--- config.mk ---
export PLATFORM = sky130hd
export DESIGN_NAME = escaped_line_boundary_scanner
export DESIGN_NICKNAME = d
export VERILOG_FILES = /design/src/rtl/els_pkg.sv /design/src/rtl/els_step.sv /design/src/rtl/escaped_line_boundary_scanner.sv
export SDC_FILE = /design/constraint.sdc
export NUM_CORES = 1
export LEC_CHECK = 0
export BUFFER_PORTS_ARGS = -buffer_cell sky130_fd_sc_hd__buf_2
export CORE_MARGIN = 2
export CORE_UTILIZATION = 45
export CTS_BUF_LIST = sky130_fd_sc_hd__clkbuf_8
export DETAILED_ROUTE_END_ITERATION = 7
export GPL_TIMING_DRIVEN = 0
export PLACE_DENSITY = 0.78
export SLEW_MARGIN = 20
export SYNTH_ARGS = -nofsm -noshare
export SYNTH_HDL_FRONTEND = slang
export SYNTH_SLANG_ARGS = --single-unit
--- constraint.sdc ---
create_clock -name i_clk -period 8.65 [get_ports i_clk]
set_input_delay 0.865 -clock i_clk [delete_from_list [all_inputs] [get_ports i_clk]]
set_output_delay 0.865 -clock i_clk [all_outputs]
set_load 0.01 [all_outputs]
--- src/rtl/els_pkg.sv ---
// Shared types and constants of the escaped line boundary scanner.
// No dependencies.
`timescale 1ns / 1ps

package els_pkg;

    localparam int OFFSET_BITS = 48;
    localparam int POS_BITS    = OFFSET_BITS + 1;

    localparam logic [7:0] CH_BACKSLASH = 8'h5C;
    localparam logic [7:0] CH_LF        = 8'h0A;
    localparam logic [7:0] CH_CR        = 8'h0D;

    typedef logic [2:0] t_status;
    localparam t_status ST_FOUND  = 3'd0;
    localparam t_status ST_NONE   = 3'd1;
    localparam t_status ST_LF     = 3'd2;
    localparam t_status ST_CR     = 3'd3;
    localparam t_status ST_CRLF   = 3'd4;
    localparam t_status ST_NOTERM = 3'd5;

    typedef logic [1:0] t_cfg_index;
    localparam t_cfg_index CFG_SCAN_MODE = 2'd0;
    localparam t_cfg_index CFG_EOL_STYLE = 2'd1;

    localparam logic       MODE_FIND = 1'b0;
    localparam logic [1:0] EOL_LF    = 2'd0;

    typedef struct packed {
        logic backslash_odd;
        logic run_may_extend_back;
        logic cr_pending;
        logic scan_finished;
    } t_state;

    localparam t_state STATE_RESET = '{
        backslash_odd: 1'b0, run_may_extend_back: 1'b1,
        cr_pending: 1'b0, scan_finished: 1'b1
    };

endpackage

--- src/rtl/els_step.sv ---
// Per-byte update of the scan state and result decision.
// Depends on els_pkg.
`timescale 1ns / 1ps

module els_step import els_pkg::*; (
    input  t_state                 i_state,
    input  logic                   i_scan_mode,
    input  logic [1:0]             i_eol_style,
    input  logic [7:0]             i_data_byte,
    input  logic [OFFSET_BITS-1:0] i_byte_offset,
    input  logic                   i_first_byte,
    input  logic                   i_last_byte,
    output t_state                 o_state,
    output logic                   o_emit,
    output t_status                o_status,
    output logic [POS_BITS-1:0]    o_position
);

    logic [7:0]          term;
    logic                crlf;
    logic [POS_BITS-1:0] pos_next;
    logic                stop;

    assign term     = (i_eol_style == EOL_LF) ? CH_LF : CH_CR;
    assign crlf     = i_eol_style[1];
    assign pos_next = {1'b0, i_byte_offset} + POS_BITS'(1);

    always_comb begin
        o_state    = i_state;
        o_emit     = 1'b0;
        o_status   = ST_FOUND;
        o_position = '0;
        stop       = 1'b0;

        if (i_first_byte) begin
            o_state = '{backslash_odd: 1'b0, run_may_extend_back: 1'b1,
                        cr_pending: 1'b0, scan_finished: 1'b0};
            if (i_scan_mode == MODE_FIND && i_byte_offset == '0) begin
                o_emit = 1'b1;
                stop   = 1'b1;
            end
        end

        if (!stop && !o_state.scan_finished) begin
            if (i_scan_mode == MODE_FIND) begin
                if (o_state.cr_pending) begin
                    o_state.cr_pending = 1'b0;
                    if (i_data_byte == CH_LF) begin
                        o_emit     = 1'b1;
                        o_position = pos_next;
                        stop       = 1'b1;
                    end
                end
                if (!stop) begin
                    if (i_data_byte == CH_BACKSLASH) begin
                        o_state.backslash_odd = !o_state.backslash_odd;
                    end else begin
                        if (i_data_byte == term && !o_state.backslash_odd
                                && !o_state.run_may_extend_back) begin
                            if (!crlf) begin
                                o_emit     = 1'b1;
                                o_position = pos_next;
                                stop       = 1'b1;
                            end else begin
                                o_state.cr_pending = 1'b1;
                            end
                        end
                        o_state.backslash_odd       = 1'b0;
                        o_state.run_may_extend_back = 1'b0;
                    end
                end
                if (!stop && i_last_byte) begin
                    o_emit     = 1'b1;
                    o_status   = ST_NONE;
                    o_position = pos_next;
                end
            end else begin
                if (o_state.cr_pending) begin
                    o_emit   = 1'b1;
                    o_status = (i_data_byte == CH_LF) ? ST_CRLF : ST_CR;
                    stop     = 1'b1;
                end else if (i_data_byte == CH_BACKSLASH) begin
                    o_state.backslash_odd = !o_state.backslash_odd;
                end else if (!o_state.backslash_odd && i_data_byte == CH_LF) begin
                    o_emit   = 1'b1;
                    o_status = ST_LF;
                    stop     = 1'b1;
                end else if (!o_state.backslash_odd && i_data_byte == CH_CR) begin
                    if (i_last_byte) begin
                        o_emit   = 1'b1;
                        o_status = ST_CR;
                    end else begin
                        o_state.cr_pending = 1'b1;
                    end
                    stop = 1'b1;
                end else begin
                    o_state.backslash_odd       = 1'b0;
                    o_state.run_may_extend_back = 1'b0;
                end
                if (!stop && i_last_byte) begin
                    o_emit   = 1'b1;
                    o_status = ST_NOTERM;
                end
            end
        end

        if (o_emit) begin
            o_state.scan_finished = 1'b1;
            o_state.cr_pending    = 1'b0;
        end
    end

endmodule

--- src/rtl/escaped_line_boundary_scanner.sv ---
// Latency: a result is shown on o_valid the cycle after the byte that causes it is accepted.
// Throughput: one byte per cycle unless stalled; single result register frees when taken.
// Reset (i_rst_n low, synchronous): config to defaults, result valid cleared,
// scan idle until a first byte.
// Top level of the escaped line boundary scanner; depends on els_pkg and els_step.
`timescale 1ns / 1ps

module escaped_line_boundary_scanner import els_pkg::*; (
    input  logic                   i_clk,
    input  logic                   i_rst_n,
    input  logic                   i_cfg_valid,
    output logic                   o_cfg_ready,
    input  t_cfg_index             i_cfg_index,
    input  logic [1:0]             i_cfg_data,
    input  logic                   i_valid,
    output logic                   o_ready,
    input  logic [7:0]             i_data_byte,
    input  logic [OFFSET_BITS-1:0] i_byte_offset,
    input  logic                   i_first_byte,
    input  logic                   i_last_byte,
    output logic                   o_valid,
    input  logic                   i_ready,
    output t_status                o_status,
    output logic [POS_BITS-1:0]    o_position
);

    logic                r_scan_mode;
    logic [1:0]          r_eol_style;
    t_state              r_state;
    t_state              n_state;
    logic                r_out_valid;
    t_status             r_status;
    logic [POS_BITS-1:0] r_position;
    logic                step_emit;
    t_status             step_status;
    logic [POS_BITS-1:0] step_position;
    logic                in_acc;

    assign o_cfg_ready = 1'b1;
    assign o_ready     = !r_out_valid || i_ready;
    assign in_acc      = i_valid && o_ready;
    assign o_valid     = r_out_valid;
    assign o_status    = r_status;
    assign o_position  = r_position;

    els_step u_step (
        .i_state       (r_state),
        .i_scan_mode   (r_scan_mode),
        .i_eol_style   (r_eol_style),
        .i_data_byte   (i_data_byte),
        .i_byte_offset (i_byte_offset),
        .i_first_byte  (i_first_byte),
        .i_last_byte   (i_last_byte),
        .o_state       (n_state),
        .o_emit        (step_emit),
        .o_status      (step_status),
        .o_position    (step_position)
    );

    always_ff @(posedge i_clk) begin
        if (!i_rst_n) begin
            r_scan_mode <= MODE_FIND;
            r_eol_style <= EOL_LF;
        end else if (i_cfg_valid) begin
            unique case (i_cfg_index)
                CFG_SCAN_MODE: r_scan_mode <= i_cfg_data[0];
                CFG_EOL_STYLE: r_eol_style <= i_cfg_data;
                default: ;
            endcase
        end
    end

    always_ff @(posedge i_clk) begin
        if (!i_rst_n) begin
            r_state     <= STATE_RESET;
            r_out_valid <= 1'b0;
        end else begin
            if (in_acc) begin
                r_state <= n_state;
            end
            if (in_acc && step_emit) begin
                r_out_valid <= 1'b1;
            end else if (i_ready) begin
                r_out_valid <= 1'b0;
            end
        end
    end

    always_ff @(posedge i_clk) begin
        if (in_acc && step_emit) begin
            r_status   <= step_status;
            r_position <= step_position;
        end
    end

endmodule

==> results.sh, run 1 <==
export IMPL_worst_path_max_fanout=29
export IMPL_cts_made_buffers=9
export IMPL_cts_clk_slew_worst_paths_ns=0.06
export IMPL_status="finished, final reports clean"
export IMPL_drive_above_1_share_pct=29.8
export IMPL_syn_inst=399
export IMPL_drt_iter0_drc=241
export IMPL_max_freq_mhz=301
export IMPL_first_pass_iters=5
export IMPL_synth_top_flop_cell="edfxtp_1"
export IMPL_r2r_start="r_scan_mode$_SDFFE_PN0P_"
export IMPL_final_cells=636
export IMPL_drt_vias_per_instance=5.79
export IMPL_avgSynthCellArea_sq_um=9.41
export IMPL_worstSetupEndpointType="flip-flop"
export IMPL_hold_path_class="reg2reg"
export IMPL_route_detailed_drc=0
export IMPL_cts_root_buffer="clkbuf_8"
export IMPL_drv_slew=0
export IMPL_clock_path_buffers=2
export IMPL_vias=3684
export IMPL_max_slew_margin_pct=50.8
export IMPL_ir_drop_mv=0.0688
export IMPL_fp_row_count=33
export IMPL_clock_latency_ns=0.35
export IMPL_grt_max_degree=30
export IMPL_pin_count=122
export IMPL_grt_overflow=0
export IMPL_synth_nets=468
export IMPL_cp_start_kind="primary input"
export IMPL_synthArstFlopShare_pct=0
export IMPL_grt_pass1_vias=3320
export IMPL_power_density_nw_per_um2=151
export IMPL_crit_chain="buf_2, inv_1, ha_1, nor4b_1, nand4_1, o41ai_2, o31ai_1, nor2_4, buf_12"
export IMPL_startpoint="i_byte_offset[0]"
export IMPL_detail_route_antenna_nets=0
export IMPL_die_height_um=95.3
export IMPL_max_cap_violations=0
export IMPL_hold_violations=0
export IMPL_rsz0062_at_grt="no"
export IMPL_area_growth_pct=25.3
export IMPL_grt_pass1_wl_um=15400
export IMPL_ys_warn_count=0
export IMPL_fin_crit_ns=3.32
export IMPL_fin_worst_skew_ns=0.00947
export IMPL_cts_sinks=60
export IMPL_crit_path_top_delay_cell="nor2_4"
export IMPL_port_buffers=115
export IMPL_slowest_delay_ns=0.61
export IMPL_coreArea_sq_um=8130
export IMPL_synth_ff_latch_count=60
export IMPL_setup_tns_final_ns=0
export IMPL_arrival_ns=3.36
export IMPL_die_x_um=95.3
export IMPL_tightest_slew_ns=0.736
export IMPL_worst_slack_ns=5.33
export IMPL_regToRegSetupSlack_ns=5.90
export IMPL_synth_distinct_cells=56
export IMPL_postCtsHoldBufs=0
export IMPL_htreeDepth=3
export IMPL_grt_use_total_pct=22.0
export IMPL_grt_antenna_before_repair=0
export IMPL_fin_nets=595
export IMPL_pre_cts_slack_ns=4.96
export IMPL_cts_setup_buffers=0
export IMPL_drt_total_wl_um=9910
export IMPL_power_total_uw=712
export IMPL_min_from="r_state[0]$_SDFFE_PN1P_"
export IMPL_min_period_over_period_pct=38.4
export IMPL_wire_per_inst_um=15.6
export IMPL_dp_cells=620
export IMPL_required_ns=8.69
export IMPL_netlist_area_sq_um=3750
export IMPL_initial_core_util_pct=46.1
export IMPL_tritoncts="built"
export IMPL_setup_viol=0
export IMPL_dieArea_sq_um=9090
export IMPL_cts_resized=0
export IMPL_synth_edff_count=52
export IMPL_path_class="in2reg"
export IMPL_ys_seq_area_share_pct=45.9
export IMPL_p_leak_nw=1.73
export IMPL_gp_congestion=0.890
export IMPL_fill_cells=713
export IMPL_place_hpwl_um=7510
export IMPL_diodes=0
[metal layers]
layer	share of wire, %	track usage (%)	wire [um]
met1	41	28.6	4110
met2	48	35.1	4730
met3	7.2	3.64	713
met4	3.6	11.6	359
met5	0	0	0
[Yosys cell counts, drive strengths merged (4+ instances only)]
cell    count  area share [%]
or3        16             2.8
buf        12             2.0
o31ai       5             1.0
o21ai      21             2.8
nand2      22             2.2
clkbuf      7            0.73
a31oi       4            0.67
nand3b      4            0.80
nor2       46             4.6
nor3       11             1.5
nand3      26             3.5
xor2       11             2.6
a21oi      29             4.0
xnor2      14             3.3
edfxtp     52              42
inv        12             1.2
nor4       17             3.0
dfxtp       8             4.3
nand4      30             5.7
and4        8             1.9
and3        7             1.2
[cell usage in the layout, fill, tap and decap left out, types with 3 or more instances in the layout]
master and instances:
buf_2 123, edfxtp_1 52, nor2_1 45, a21oi_1 28, nand4_1 27, nand3_1 26
nand2_1 22, o21ai_0 21, nor4_1 16, or3_1 15, xnor2_1 14, inv_1 12
nor3_1 11, xor2_1 11, clkbuf_8 9, and4_1 8, dfxtp_1 8, and3_1 7
clkbuf_1 6, o31ai_1 5, nand3b_1 4, a31oi_1 4, and2_1 3, nor2b_1 3
buf_4 3, clkinvlp_4 3
[sequential cells by signal, indices dropped and copies added, names as in the netlist]
name and cells:
r_scan_mode 1, r_eol_style 2, o_status 3, r_state 4
o_valid 1, o_position 49
[through the flow]
step                      cell area [sq um]  hold slack (ns)  utilization (%)
after detailed placement               4490            0.470             55.2
after global routing                   4700            0.516             57.8
after CTS                              4700            0.485             57.8
after global placement                 4460            0.468             54.8
final                                  4700            0.487             57.8
after floorplan                        3750            0.448                -
[cells by family (layout without fill, tap and decap cells)]
logic type	after synthesis	after routing	synth area share (%)
buf+inv	31	163	3.90
other cells	1	1	0.0999
fa+ha+maj	2	2	0.667
mux	2	2	0.533
xor+xnor	25	25	5.83
compound gates	72	72	11.7
flops	60	60	45.9
simple gates	206	206	31.4
[cell type report]
class | instances | area [sq um] | area share [%]
inverters | 12 | 45.0 | 0.958
clock inverters | 7 | 91.3 | 1.94
multi-input cells | 308 | 1890 | 40.3
flip-flops and latches | 60 | 1720 | 36.6
plain buffers | 19 | 101 | 2.15
well taps | 105 | 131 | 2.79
repair buffers | 116 | 596 | 12.7
clock buffers | 9 | 124 | 2.63
[path summary, 6_finish.rpt]
check,endpoint,cells after the start
setup / recovery,o_position[10]$_SDFFCE_PP0P_,9
hold / removal,r_state[0]$_SDFFE_PN1P_,1
setup reg to reg,o_position[10]$_SDFFCE_PP0P_,6
hold reg to reg,r_state[0]$_SDFFE_PN1P_,1
[critical path: cells and delay by family]
| family | cells | cell delay, ns |
|---|---|---|
| compound gates | 2 | 0.75 |
| buf+inv | 3 | 0.47 |
| fa+ha+maj | 1 | 0.16 |
| simple gates | 3 | 1.09 |
[report_power, final]
part	internal [mW]	switching (mW)
clock network	0.160	0.117
logic	0.0390	0.0634
registers	0.328	0.00355
total	0.527	0.184
(Power assumes the default switching activity.)
==> run 2, diff against run 1 <==
PLACE_DENSITY = 0.81   (was 0.78)
clock period = 2.9 ns   (was 8.65 ns; I/O delays follow)
==> run 2 against run 1 <==
Effect of this change:
- sequential power grew to 3.0 times the previous value
- combinational power grew to 3.1 times the previous value
- critical path depth is 2 lower
- die area stayed put
- worst setup slack worse by 4.9 ns
- flip-flop and latch count stayed put
- hold slack worse by 0.31 ns
- critical endpoint is now o_position[11]$_SDFFCE_PP0P_
- first-iteration DRC count is 12% lower
- register-to-register slack worse by 5.4 ns
==> results.sh, run 2 (same netlist as run 1, synthesis figures left out) <==
export IMPL_grt_overflow=0
export IMPL_arrival_ns=2.50
export IMPL_grt_busiest_layer="met2"
export IMPL_cts_sinks=60
export IMPL_port_buffers=115
export IMPL_first_pass_iters=5
export IMPL_final_common_cell="buf_2"
export IMPL_p_leak_nw=1.76
export IMPL_r2r_cells=7
export IMPL_worstSetupEndpointType="flip-flop"
export IMPL_coreArea_sq_um=8130
export IMPL_max_slew_margin_pct=56.0
export IMPL_tightest_slew_ns=0.651
export IMPL_setup_tns_final_ns=0
export IMPL_grt_pass1_vias=3477
export IMPL_hold_violations=0
export IMPL_drive_above_1_share_pct=30.0
export IMPL_htreeDepth=3
export IMPL_vias=3687
export IMPL_status="finished, final reports clean"
export IMPL_grt_use_met1_pct=28.1
export IMPL_power_total_mw=2.13
export IMPL_detail_route_antenna_nets=0
export IMPL_p_int_mw=1.58
export IMPL_required_ns=2.95
export IMPL_p_seq_share_pct=46.3
export IMPL_drv_slew=0
export IMPL_grt_antenna_before_repair=0
export IMPL_fp_row_count=33
export IMPL_clockPowerShare_pct=38.9
export IMPL_max_cap_violations=0
export IMPL_wire_per_inst_um=16.0
export IMPL_power_frac_comb_pct=14.8
export IMPL_pre_cts_slack_ns=-0.112
export IMPL_net_switching_power_uw=554
export IMPL_drt_total_wl_um=10200
export IMPL_worst_path_max_fanout=26
export IMPL_fin_crit_ns=2.45
export IMPL_grt_pass1_wl_um=15900
export IMPL_postLayoutCoreUtil_pct=58.4
export IMPL_grt_use_met2_pct=37.0
export IMPL_cts_resized=0
export IMPL_gp_congestion=0.909
export IMPL_drt_iter0_drc=213
export IMPL_grt_util_met3_pct=5.22
export IMPL_clock_path_buffers=2
export IMPL_initial_core_util_pct=46.1
export IMPL_die_height_um=95.3
export IMPL_largest_reg_flops=49
export IMPL_ir_drop_mv=0.318
export IMPL_route_detailed_drc=0
export IMPL_pin_count=122
export IMPL_die_x_um=95.3
export IMPL_drt_vias_per_instance=5.78
export IMPL_dieArea_sq_um=9090
export IMPL_power_density_nw_per_um2=450
export IMPL_tritoncts="built"
export IMPL_clock_latency_ns=0.35
export IMPL_cp_start_kind="flip-flop"
export IMPL_hold_path_depth=3
export IMPL_path_class="reg2reg"
export IMPL_grt_max_degree=27
export IMPL_final_cell_mix="buf_2, edfxtp_1, nor2_1"
export IMPL_cts_root_buffer="clkbuf_8"
export IMPL_place_hpwl_um=7760
export IMPL_area_growth_pct=26.5
export IMPL_worst_slack_ns=0.451
export IMPL_fin_nets=597
export IMPL_fin_worst_skew_ns=0.00730
export IMPL_min_period_over_period_pct=84.4
export IMPL_setup_viol=0
export IMPL_fill_cells=730
export IMPL_rsz0062_at_grt="no"
export IMPL_cts_made_buffers=9
export IMPL_grt_use_total_pct=22.5
export IMPL_diodes=0
export IMPL_cts_clk_slew_worst_paths_ns=0.07
export IMPL_hold_path_class="in2reg"
export IMPL_swShare_pct=25.9
export IMPL_max_freq_mhz=408
export IMPL_hold_worst_slack_ns=0.176
[run 2: layer usage]
metal | part of all wire [%] | vias up
met2 | 49 | 182
met3 | 8.1 | 24
met1 | 40 | 1699
li1 | - | 1782
met4 | 2.6 | 0
met5 | 0 | -
[run 2: metrics by stage]
stage / area (sq um) / cells
floorplan: 3760 / 399
global placement: 4470 / 619
detailed placement: 4520 / 621
CTS: 4740 / 637
global route: 4750 / 638
finish: 4750 / 638
[run 2: repair_timing]
item	in CTS	in global routing
setup buffers	0	1
setup endpoints to repair	0	26
hold buffers	0	0
[run 2: final timing paths]
| path | startpoint | endpoint | slack (ns) |
|---|---|---|---|
| min | i_cfg_data[1] | r_eol_style[1]$_SDFFE_PN0P_ | 0.18 |
| min reg2reg | r_state[0]$_SDFFE_PN1P_ | r_state[0]$_SDFFE_PN1P_ | 0.49 |
| max | r_scan_mode$_SDFFE_PN0P_ | o_position[11]$_SDFFCE_PP0P_ | 0.45 |
| max reg2reg | r_scan_mode$_SDFFE_PN0P_ | o_position[11]$_SDFFCE_PP0P_ | 0.45 |
[run 2: area by class of cell]
type | count | area [sq um] | area share (%)
multi-input combinational | 308 | 1890 | 39.9
sequential | 60 | 1720 | 36.3
timing repair buffer | 118 | 638 | 13.4
tap | 105 | 131 | 2.77
clock buffer | 9 | 124 | 2.61
buffer | 19 | 101 | 2.13
clock inverter | 7 | 92.6 | 1.95
inverter | 12 | 45.0 | 0.949
[run 2: power groups by stage]
stage | Sequential (mW) | Combinational, mW | Clock [mW]
after CTS | 0.989 | 0.313 | 0.846
final | 0.989 | 0.316 | 0.830
after global routing | 0.991 | 0.348 | 0.882
after global placement | 1.01 | 0.291 | 0
after floorplan | 1.02 | 0.139 | 0
after detailed placement | 1.01 | 0.311 | 0
[run 2: worst max-delay path: stages, from the launching register on]
cell     delay (ns)
dfxtp_1        0.38
nor4_1         0.33
nand4_1        0.25
o41ai_2        0.40
o31ai_1        0.22
nor2_4         0.20
buf_16         0.17
buf_16         0.18
